### src/hw/rtl/kar_pkg.sv
// Shared types and constants for the key auto-repeat event generator.
package kar_pkg;

    localparam int KEY_W   = 8;
    localparam int TIME_W  = 32;
    localparam int CFG_W   = 16;
    localparam int ENA_W   = 3;
    localparam int CFG_IDX_W = 2;

    // Configuration register indexes
    localparam logic [CFG_IDX_W-1:0] CFG_INITIAL_DELAY   = 2'd0;
    localparam logic [CFG_IDX_W-1:0] CFG_REPEAT_INTERVAL = 2'd1;
    localparam logic [CFG_IDX_W-1:0] CFG_REPEATS_PER_FAST = 2'd2;
    localparam logic [CFG_IDX_W-1:0] CFG_EVENT_ENABLE    = 2'd3;

    // Configuration reset values
    localparam logic [CFG_W-1:0] RST_INITIAL_DELAY   = 16'd500;
    localparam logic [CFG_W-1:0] RST_REPEAT_INTERVAL = 16'd100;
    localparam logic [CFG_W-1:0] RST_REPEATS_PER_FAST = 16'd20;
    localparam logic [ENA_W-1:0] RST_EVENT_ENABLE    = 3'b111;

    // Event enable bit positions
    localparam int ENA_DOWN  = 0;
    localparam int ENA_PRESS = 1;
    localparam int ENA_UP    = 2;

    typedef struct packed {
        logic [CFG_W-1:0] initial_delay;
        logic [CFG_W-1:0] repeat_interval;
        logic [CFG_W-1:0] repeats_per_fast_step;
        logic [ENA_W-1:0] event_enable;
    } t_cfg;

    typedef struct packed {
        logic              held;
        logic [KEY_W-1:0]  last_key;
        logic [TIME_W-1:0] deadline;
        logic [CFG_W-1:0]  repeats_left;
        logic [CFG_W-1:0]  fast_count;
    } t_state;

    typedef struct packed {
        logic              down_event;
        logic              press_event;
        logic              up_event;
        logic [KEY_W-1:0]  event_key;
        logic [CFG_W-1:0]  fast_level;
    } t_result;

endpackage

### src/hw/rtl/kar_step.sv
// Next-state and event logic for one key poll.
module kar_step (
    input  kar_pkg::t_cfg                   i_cfg,
    input  kar_pkg::t_state                 i_state,
    input  logic [kar_pkg::KEY_W-1:0]       i_key,
    input  logic [kar_pkg::TIME_W-1:0]      i_now,
    output kar_pkg::t_state                 o_state,
    output kar_pkg::t_result                o_result
);
    import kar_pkg::*;

    logic             dn;
    logic             pr;
    logic             up;
    logic [KEY_W-1:0] ekey;
    logic             key_nz;
    logic             prev_nz;

    assign key_nz  = (i_key != '0);
    assign prev_nz = (i_state.last_key != '0);

    always_comb begin
        o_state          = i_state;
        o_state.last_key = i_key;
        dn   = 1'b0;
        pr   = 1'b0;
        up   = 1'b0;
        ekey = '0;

        if (!i_state.held) begin
            o_state.repeats_left = i_cfg.repeats_per_fast_step;
            o_state.fast_count   = '0;
            if (!prev_nz && key_nz) begin
                dn               = 1'b1;
                pr               = 1'b1;
                ekey             = i_key;
                o_state.deadline = i_now + {{(TIME_W-CFG_W){1'b0}}, i_cfg.initial_delay};
                o_state.held     = 1'b1;
            end
        end else if (prev_nz && !key_nz) begin
            up           = 1'b1;
            ekey         = i_state.last_key;
            o_state.held = 1'b0;
        end else if (i_now > i_state.deadline) begin
            o_state.deadline = i_now + {{(TIME_W-CFG_W){1'b0}}, i_cfg.repeat_interval};
            pr               = 1'b1;
            ekey             = i_key;
            if (i_state.repeats_left != '0) begin
                o_state.repeats_left = i_state.repeats_left - 1'b1;
            end else begin
                o_state.repeats_left = i_cfg.repeats_per_fast_step;
                if (i_state.fast_count != '1) begin
                    o_state.fast_count = i_state.fast_count + 1'b1;
                end
            end
        end

        // disabled events keep their state effects but are not flagged
        o_result.down_event  = dn & i_cfg.event_enable[ENA_DOWN];
        o_result.press_event = pr & i_cfg.event_enable[ENA_PRESS];
        o_result.up_event    = up & i_cfg.event_enable[ENA_UP];
        o_result.event_key   = (o_result.down_event | o_result.press_event |
                                o_result.up_event) ? ekey : '0;
        o_result.fast_level  = o_state.fast_count;
    end

endmodule

### src/hw/rtl/key_autorepeat_event_generator_core.sv
// Top level: typematic key auto-repeat event generator.
//
//  channel | valid        | stall        | payload
//  --------+--------------+--------------+-------------------------------------------
//  in      | i_in_valid   | o_in_stall   | i_key_code, i_now_time
//  out     | o_out_valid  | i_out_stall  | o_down_event, o_press_event, o_up_event,
//          |              |              | o_event_key, o_fast_level
//  cfg     | i_cfg_we     | (none)       | i_cfg_idx, i_cfg_wdata
//
// One item per cycle sustained while the output is not stalled; an accepted item passes
// through the input register, then the step logic into the result register, to o_out_valid.
// The poll state (held flag, last key, deadline, repeat counters) updates as an
// item moves from the input register into the result register, so back-to-back
// items see each other's effects in order.
// Synchronous active-low reset clears control state and loads the register defaults.
// A stall on the output backs up into o_in_stall only once both stages are full.
module key_autorepeat_event_generator_core (
    input  logic                              i_clk,
    input  logic                              i_rst_n,
    // input channel
    input  logic                              i_in_valid,
    output logic                              o_in_stall,
    input  logic [kar_pkg::KEY_W-1:0]         i_key_code,
    input  logic [kar_pkg::TIME_W-1:0]        i_now_time,
    // result channel
    output logic                              o_out_valid,
    input  logic                              i_out_stall,
    output logic                              o_down_event,
    output logic                              o_press_event,
    output logic                              o_up_event,
    output logic [kar_pkg::KEY_W-1:0]         o_event_key,
    output logic [kar_pkg::CFG_W-1:0]         o_fast_level,
    // configuration write port
    input  logic                              i_cfg_we,
    input  logic [kar_pkg::CFG_IDX_W-1:0]     i_cfg_idx,
    input  logic [kar_pkg::CFG_W-1:0]         i_cfg_wdata
);
    import kar_pkg::*;

    // config registers
    t_cfg              r_cfg;

    // input stage
    logic              r_s1_valid;
    logic [KEY_W-1:0]  r_s1_key;
    logic [TIME_W-1:0] r_s1_now;

    // poll state
    t_state            r_state;
    t_state            n_state;

    // result stage
    logic              r_out_valid;
    t_result           r_out;
    t_result           n_out;

    logic              s1_adv;
    logic              in_acc;

    // s1 moves on when the result register is empty or being drained
    assign s1_adv     = r_s1_valid && (!r_out_valid || !i_out_stall);
    assign o_in_stall = r_s1_valid && !s1_adv;
    assign in_acc     = i_in_valid && !o_in_stall;

    always_ff @(posedge i_clk) begin
        if (!i_rst_n) begin
            r_cfg.initial_delay         <= RST_INITIAL_DELAY;
            r_cfg.repeat_interval       <= RST_REPEAT_INTERVAL;
            r_cfg.repeats_per_fast_step <= RST_REPEATS_PER_FAST;
            r_cfg.event_enable          <= RST_EVENT_ENABLE;
        end else if (i_cfg_we) begin
            unique case (i_cfg_idx)
                CFG_INITIAL_DELAY:    r_cfg.initial_delay         <= i_cfg_wdata;
                CFG_REPEAT_INTERVAL:  r_cfg.repeat_interval       <= i_cfg_wdata;
                CFG_REPEATS_PER_FAST: r_cfg.repeats_per_fast_step <= i_cfg_wdata;
                CFG_EVENT_ENABLE:     r_cfg.event_enable          <= i_cfg_wdata[ENA_W-1:0];
                default: ;
            endcase
        end
    end

    // input register
    always_ff @(posedge i_clk) begin
        if (!i_rst_n) begin
            r_s1_valid <= 1'b0;
        end else if (in_acc) begin
            r_s1_valid <= 1'b1;
        end else if (s1_adv) begin
            r_s1_valid <= 1'b0;
        end
    end

    always_ff @(posedge i_clk) begin
        if (in_acc) begin
            r_s1_key <= i_key_code;
            r_s1_now <= i_now_time;
        end
    end

    kar_step u_step (
        .i_cfg    (r_cfg),
        .i_state  (r_state),
        .i_key    (r_s1_key),
        .i_now    (r_s1_now),
        .o_state  (n_state),
        .o_result (n_out)
    );

    // poll state commits with the item it belongs to
    always_ff @(posedge i_clk) begin
        if (!i_rst_n) begin
            r_state <= '0;
        end else if (s1_adv) begin
            r_state <= n_state;
        end
    end

    // result register
    always_ff @(posedge i_clk) begin
        if (!i_rst_n) begin
            r_out_valid <= 1'b0;
        end else if (s1_adv) begin
            r_out_valid <= 1'b1;
        end else if (!i_out_stall) begin
            r_out_valid <= 1'b0;
        end
    end

    always_ff @(posedge i_clk) begin
        if (s1_adv) begin
            r_out <= n_out;
        end
    end

    assign o_out_valid   = r_out_valid;
    assign o_down_event  = r_out.down_event;
    assign o_press_event = r_out.press_event;
    assign o_up_event    = r_out.up_event;
    assign o_event_key   = r_out.event_key;
    assign o_fast_level  = r_out.fast_level;

`ifndef NO_ASSERTIONS
    // an up event never shares a result with down or press
    a_up_excl: assert property (@(posedge i_clk) disable iff (!i_rst_n)
        o_out_valid |-> !(o_up_event && (o_down_event || o_press_event)))
        else $error("up event combined with down/press");

    // no flagged event means a zero key
    a_key_zero: assert property (@(posedge i_clk) disable iff (!i_rst_n)
        (o_out_valid && !o_down_event && !o_press_event && !o_up_event)
            |-> (o_event_key == '0))
        else $error("event key set without an event");

    // a down event only comes from idle, where the fast level is cleared
    a_down_fast: assert property (@(posedge i_clk) disable iff (!i_rst_n)
        (o_out_valid && o_down_event) |-> (o_fast_level == '0))
        else $error("down event with nonzero fast level");

    // an item leaving the input stage lands in the result register
    a_adv_out: assert property (@(posedge i_clk) disable iff (!i_rst_n)
        s1_adv |=> o_out_valid)
        else $error("item lost between stages");
`endif

endmodule

### config.mk
export PLATFORM = sky130hd
export DESIGN_NAME = key_autorepeat_event_generator_core
export DESIGN_NICKNAME = d
export VERILOG_FILES = /design/src/hw/rtl/kar_pkg.sv /design/src/hw/rtl/kar_step.sv /design/src/hw/rtl/key_autorepeat_event_generator_core.sv
export SDC_FILE = /design/constraint.sdc
export NUM_CORES = 1
export LEC_CHECK = 0
export BUFFER_PORTS_ARGS = -buffer_cell sky130_fd_sc_hd__buf_2
export CORE_ASPECT_RATIO = 2
export CORE_UTILIZATION = 45
export CTS_BUF_LIST = sky130_fd_sc_hd__clkbuf_8 sky130_fd_sc_hd__clkbuf_16
export DETAILED_ROUTE_END_ITERATION = 10
export PLACE_DENSITY = 0.71
export SYNTH_ARGS = -nofsm -noshare
export SYNTH_HDL_FRONTEND = slang
export SYNTH_SLANG_ARGS = --single-unit
export TNS_END_PERCENT = 20
### constraint.sdc
create_clock -name i_clk -period 5.5 [get_ports i_clk]
set_clock_uncertainty 0.1 [all_clocks]
set_input_delay 0.55 -clock i_clk [delete_from_list [all_inputs] [get_ports i_clk]]
set_output_delay 0.55 -clock i_clk [all_outputs]
set_load 0.02 [all_outputs]
**After elaboration in Yosys (flattened, before gate mapping)**

Cells that the tools add are included.

- Register bits: 193
- Bits of input ports: 63
- Output and inout bits: 29

- Add/subtract/negate cells: 4
- $lt $le $gt $ge: 1
- Eq/ne operators: 7
- Mux-type cells: 24
- Bitwise gates (word level): 5
- Reductions and logical operators: 24

Operators by type and width:

| cell | count |
|---|---|
| $mux W64 | 3 |
| $add A32 B16 Y32 | 2 |
| $mux W16 | 3 |
| $gt A32 B32 Y1 | 1 |
| $mux W32 | 1 |
| $mux W8 | 4 |
| $add A16 B1 Y16 const B | 1 |
| $ne A16 B16 Y1 const B | 1 |
| $reduce_bool A16 Y1 | 1 |
| $reduce_bool A8 Y1 | 2 |
| $sub A16 B1 Y16 const B | 1 |
| $mux W1 | 13 |
| $reduce_and A2 Y1 | 4 |
| $logic_not A1 Y1 | 6 |
| $logic_and A1 B1 Y1 | 5 |
| $eq A2 B2 Y1 const B | 2 |
| $ne A2 B1 Y1 const B | 2 |
| $reduce_and A4 Y1 | 1 |
| $reduce_bool A2 Y1 | 2 |
| $and A1 B1 Y1 | 3 |
| $reduce_and A3 Y1 | 1 |
| $eq A2 B1 Y1 const B | 1 |
| $logic_not A2 Y1 | 1 |
| $ne A2 B2 Y1 const B | 1 |
| 2 further kinds | 3 |

**Depth between registers and ports, before layout**

- Depth in word-level cells: 8
- Gate-level depth with buffers: 12
- Mapped depth without buffers: 11

**Cells and area by module**

From an unflattened synthesis, not the netlist that was laid out.

- Cell total of the unflattened synthesis: 1302
- Area total of the unflattened synthesis: 11631.2 um^2

Modules (own cells, without submodules):

| module | instances | cells an instance | area each (um^2) | seq. area each (um^2) |
|---|---|---|---|---|
| key_autorepeat_event_generator_core | 1 | 590 | 6955.4 | 4534.3 |
| kar_step | 1 | 712 | 4675.7 | 0.0 |

**Worst setup path after synthesis**

OpenSTA, ideal clock, no wires.

- Path type: flip-flop to flip-flop
- From: register r_s1_now[15]
- To: register r_out, in the netlist o_event_key[3], data pin
- Data arrival time: 2875 ps
- Path slack: 2269 ps
- Cell stages (with the launch flop): 12
- Buffers on the path: 2
- Period minus slack after synthesis: 3231 ps
- Cell sequence: edfxtp_1 -> ha_1 -> nand4_1 -> or4_1 -> o2111ai_1 -> a31oi_1 -> or3_1 -> buf_2 -> and2_1 -> or3_1 -> clkbuf_1 -> a21boi_1

RTL lines:

| what | RTL line | source |
|---|---|---|
| start: declaration | key_autorepeat_event_generator_core.sv:46 | `logic [TIME_W-1:0] r_s1_now;` |
| start signal: assignment | key_autorepeat_event_generator_core.sv:96 | `r_s1_now <= i_now_time;` |
| end signal: assignment | key_autorepeat_event_generator_core.sv:131 | `r_out <= n_out;` |
| end: declaration | key_autorepeat_event_generator_core.sv:54 | `t_result r_out;` |

**Worst setup path in the final report**

- From: register r_s1_now[15]
- To: register r_state[61] (netlist bit)

- Word-level cells in the longest chain between the ends: 4
- Elaborated cells between the ends (all ways): 9

Ends and longest elaborated chain:

| what | RTL line | source |
|---|---|---|
| $add A32 B16 Y32 | kar_step.sv:45 | `o_state.deadline = i_now + {{(TIME_W-CFG_W){1'b0}}, i_cfg.repeat_interval};` |
| $mux W64 | kar_step.sv:44 | `end else if (i_now > i_state.deadline) begin` |
| $mux W64 | kar_step.sv:40 | `end else if (prev_nz && !key_nz) begin` |
| $mux W64 | kar_step.sv:30 | `if (!i_state.held) begin` |
| end signal: assignment | key_autorepeat_event_generator_core.sv:114 | `r_state <= n_state;` |
| end: declaration | key_autorepeat_event_generator_core.sv:49 | `t_state r_state;` |

Parallel ways exist; a longest one is shown, timed or not. The select of a mux whose other input is x is not followed.
A chain may end at the register's enable or synchronous reset.

==> flow_summary.json <==
{
  "relSlewSlack": 0.180,
  "drtAntennaViolNets": 0,
  "crit_path_end_kind": "flop",
  "seq_area_frac_synth": 0.419,
  "synthTopCellsByArea": "dfxtp_1, edfxtp_1, ha_1",
  "drt-wirelength-per-cell_um": 19.2,
  "p_comb_frac": 0.197,
  "drt_iter0_drc": 552,
  "wl_mm": 30.8,
  "ys_ff_latch": 193,
  "min_period_ns": 4.05,
  "setup_viol": 0,
  "vias": 9709,
  "powerDensity_nw_per_um2": 298,
  "finalWorstSetupSlack_ns": 1.45,
  "clkTransAtPathRegs_ns": 0.08,
  "rsz0062_at_grt": "no",
  "tritoncts": "built",
  "finalNetCount": 1435,
  "core_area_um2": 23700,
  "fmax_mhz": 247,
  "outcome": "finished with violations",
  "p_int_mw": 2.46,
  "slowest_delay_ns": 0.62,
  "grt_start_max_net_pins": 57,
  "maxCapViolations": 0,
  "diodes": 0,
  "synth_nets": 1372,
  "hold_class": "primary input to flop",
  "hold_viol_final": 0,
  "final_common_cell": "nand2_1",
  "synth_top_area_share": 0.233,
  "avgSynthCellArea_um2": 8.72,
  "layout_common_cells": "nand2_1, dfxtp_1, a21oi_1, buf_2, nor2_1",
  "p_clk_frac": 0.353,
  "grt_pass1_wl_mm": 48.6,
  "setup-tns-final_ns": 0,
  "period_share": 0.737,
  "required_ns": 5.74,
  "grt_use_total": 0.254,
  "p_sw_mw": 1.15,
  "post-cts-setup-buffer-count": 0,
  "cp_slowest_cell": "or4_1",
  "overflow": 0,
  "start_kind": "flop",
  "ys_async_sr_fraction": 0,
  "pwr-share-seq": 0.450,
  "drv_slew": 0,
  "yosys_warnings": 0,
  "firstDrtPassIters": 8,
  "sw_frac_of_total": 0.318,
  "numPortBuffers": 91,
  "synthToLayoutAreaGrowth_pct": 11.9,
  "arrival_ns": 4.29,
  "num_rows": 80,
  "start_util": 0.456,
  "synthesis.area_um2": 10800,
  "dp_worst_setup_slack_ns": 1.57,
  "ctsHoldBuffers": 0,
  "crit_chain": "ha_1, nand4_1, or4_1, a21o_1, a31oi_1, or3_1, nand3_1, nand2b_1, o311ai_0",
  "cts_buffers": 17,
  "synth_flop_cell": "dfxtp_1",
  "detailed_place_hpwl_mm": 22.3,
  "final_layout_size_suffix_gt1_frac": 0.132,
  "drc": 8,
  "boundaryPins": 92,
  "chipWidth_um": 112,
  "die_area_um2": 24700,
  "synth_edf_count": 67,
  "worstPathMaxFanout": 16,
  "clockRootBuffer": "clkbuf_16",
  "vias_per_cell": 6.05,
  "cts_max_level": 4,
  "antenna_found_initial": 0,
  "dieHeight_um": 221,
  "cts_buffer_depth": 2,
  "gp_congestion": 0.912,
  "power.leakage_nw": 4.52,
  "synthCells": 1241,
  "ys_types": 79,
  "clk_latency_ns": 0.46,
  "ctsResizeCount": 0,
  "timing.hold.ws_ns": 0.157,
  "synth_area_leader_cell": "dfxtp_1",
  "critical_path_class": "flop to flop",
  "clock-sinks": 193,
  "violations": "design-rule violations",
  "ir_drop_uv": 208,
  "grt_pass1_vias": 9694,
  "worstMarginPinSlew_ns": 1.23
}
cells by family (layout without fill, tap and decap cells):
family          Yosys count  in the layout  share of synthesized area
mux                       8              8                    0.00740
flops                   193            193                      0.419
buf+inv                 117            193                     0.0418
compound gates          329            329                      0.199
simple gates            477            477                      0.213
xor+xnor                 49             49                     0.0396
fa+ha+maj                68             68                     0.0800
final timing paths:
| check | start | end | slack [ns] | cells after the start |
|---|---|---|---|---|
| worst min-delay path | i_now_time[2] | r_s1_now[2]$_DFFE_PP_ | 0.16 | 1 |
| worst max register to register | r_s1_now[15]$_DFFE_PP_ | r_state[61]$_SDFFE_PN0P_ | 1.45 | 9 |
| worst min register to register | r_cfg[4]$_SDFFE_PN0P_ | r_cfg[4]$_SDFFE_PN0P_ | 0.36 | 2 |
| worst max-delay path | r_s1_now[15]$_DFFE_PP_ | r_state[61]$_SDFFE_PN0P_ | 1.45 | 9 |
synth_stat cells, types with 6 or more instances:
| cell | count |
|---|---|
| buf_1 | 6 |
| and3_1 | 14 |
| xnor2_1 | 32 |
| a32o_1 | 6 |
| nor2b_1 | 7 |
| mux2i_1 | 8 |
| a21boi_0 | 7 |
| a21o_1 | 13 |
| a221oi_1 | 13 |
| buf_2 | 8 |
| xor2_1 | 17 |
| dfxtp_1 | 126 |
| a31oi_1 | 8 |
| nor4_2 | 6 |
| a21oi_1 | 106 |
| o21ai_0 | 54 |
| o21a_1 | 9 |
| or3_1 | 14 |
| nand4_1 | 15 |
| edfxtp_1 | 67 |
| nor3b_1 | 6 |
| or2_2 | 7 |
| nand3_1 | 56 |
| ha_1 | 66 |
| and2_1 | 7 |
| o31ai_1 | 7 |
| nor4_1 | 10 |
| a311oi_1 | 6 |
| a211oi_1 | 23 |
| inv_1 | 52 |
| nor3_1 | 23 |
| or4_1 | 6 |
| o211ai_1 | 12 |
| o22ai_1 | 12 |
| nand2_1 | 198 |
| clkbuf_1 | 48 |
| nor2_1 | 86 |
power groups by stage:
stage	clock network, mW	logic (mW)	registers (mW)
3_5_place_dp	0	0.700	1.65
3_3_place_gp	0	0.690	1.65
4_1_cts	1.29	0.705	1.62
5_1_grt	1.35	0.779	1.63
2_1_floorplan	0	0.495	1.64
6_report	1.28	0.711	1.62
metal layers:
metal	track usage	share of wire	up-vias
met4	0.203	0.073	0
met2	0.459	0.52	314
li1	-	-	4663
met5	0	0	-
met1	0.254	0.37	4626
met3	0.0383	0.038	106
registers in the layout, summed over array words and instances, names as in the netlist:
register,flops
r_s1_key,8
o_press_event,1
r_s1_valid,1
r_cfg,51
o_out_valid,1
r_s1_now,32
o_down_event,1
o_fast_level,16
o_event_key,8
o_up_event,1
r_state,73
worst max-delay path: cells and delay by family (launching register included):
kind	cells	cell delay [ns]
and+or+nand+nor	5	2.30
adders and majority gates	1	0.35
DFF	1	0.44
AOI/OAI and AO/OA	3	0.74
stage by stage:
step,area (µm²),utilization,std cells,power [mW]
6_report,12100,0.511,1604,3.61
5_1_grt,12100,0.511,1604,3.76
4_1_cts,12100,0.511,1604,3.62
3_5_place_dp,11500,0.485,1572,2.35
3_3_place_gp,11500,0.485,1572,2.34
2_1_floorplan,10800,-,1241,2.14
cell type report:
| cell class | instances | area (µm²) |
|---|---|---|
| clock buffers | 17 | 425 |
| clock inverters | 15 | 170 |
| fillers | 2223 | 11600 |
| inverters | 54 | 203 |
| multi-input cells | 931 | 5840 |
| flip-flops and latches | 193 | 4540 |
| well taps | 287 | 359 |
| repair buffers | 107 | 576 |
No activity file was read; power rests on OpenSTA's default activity.
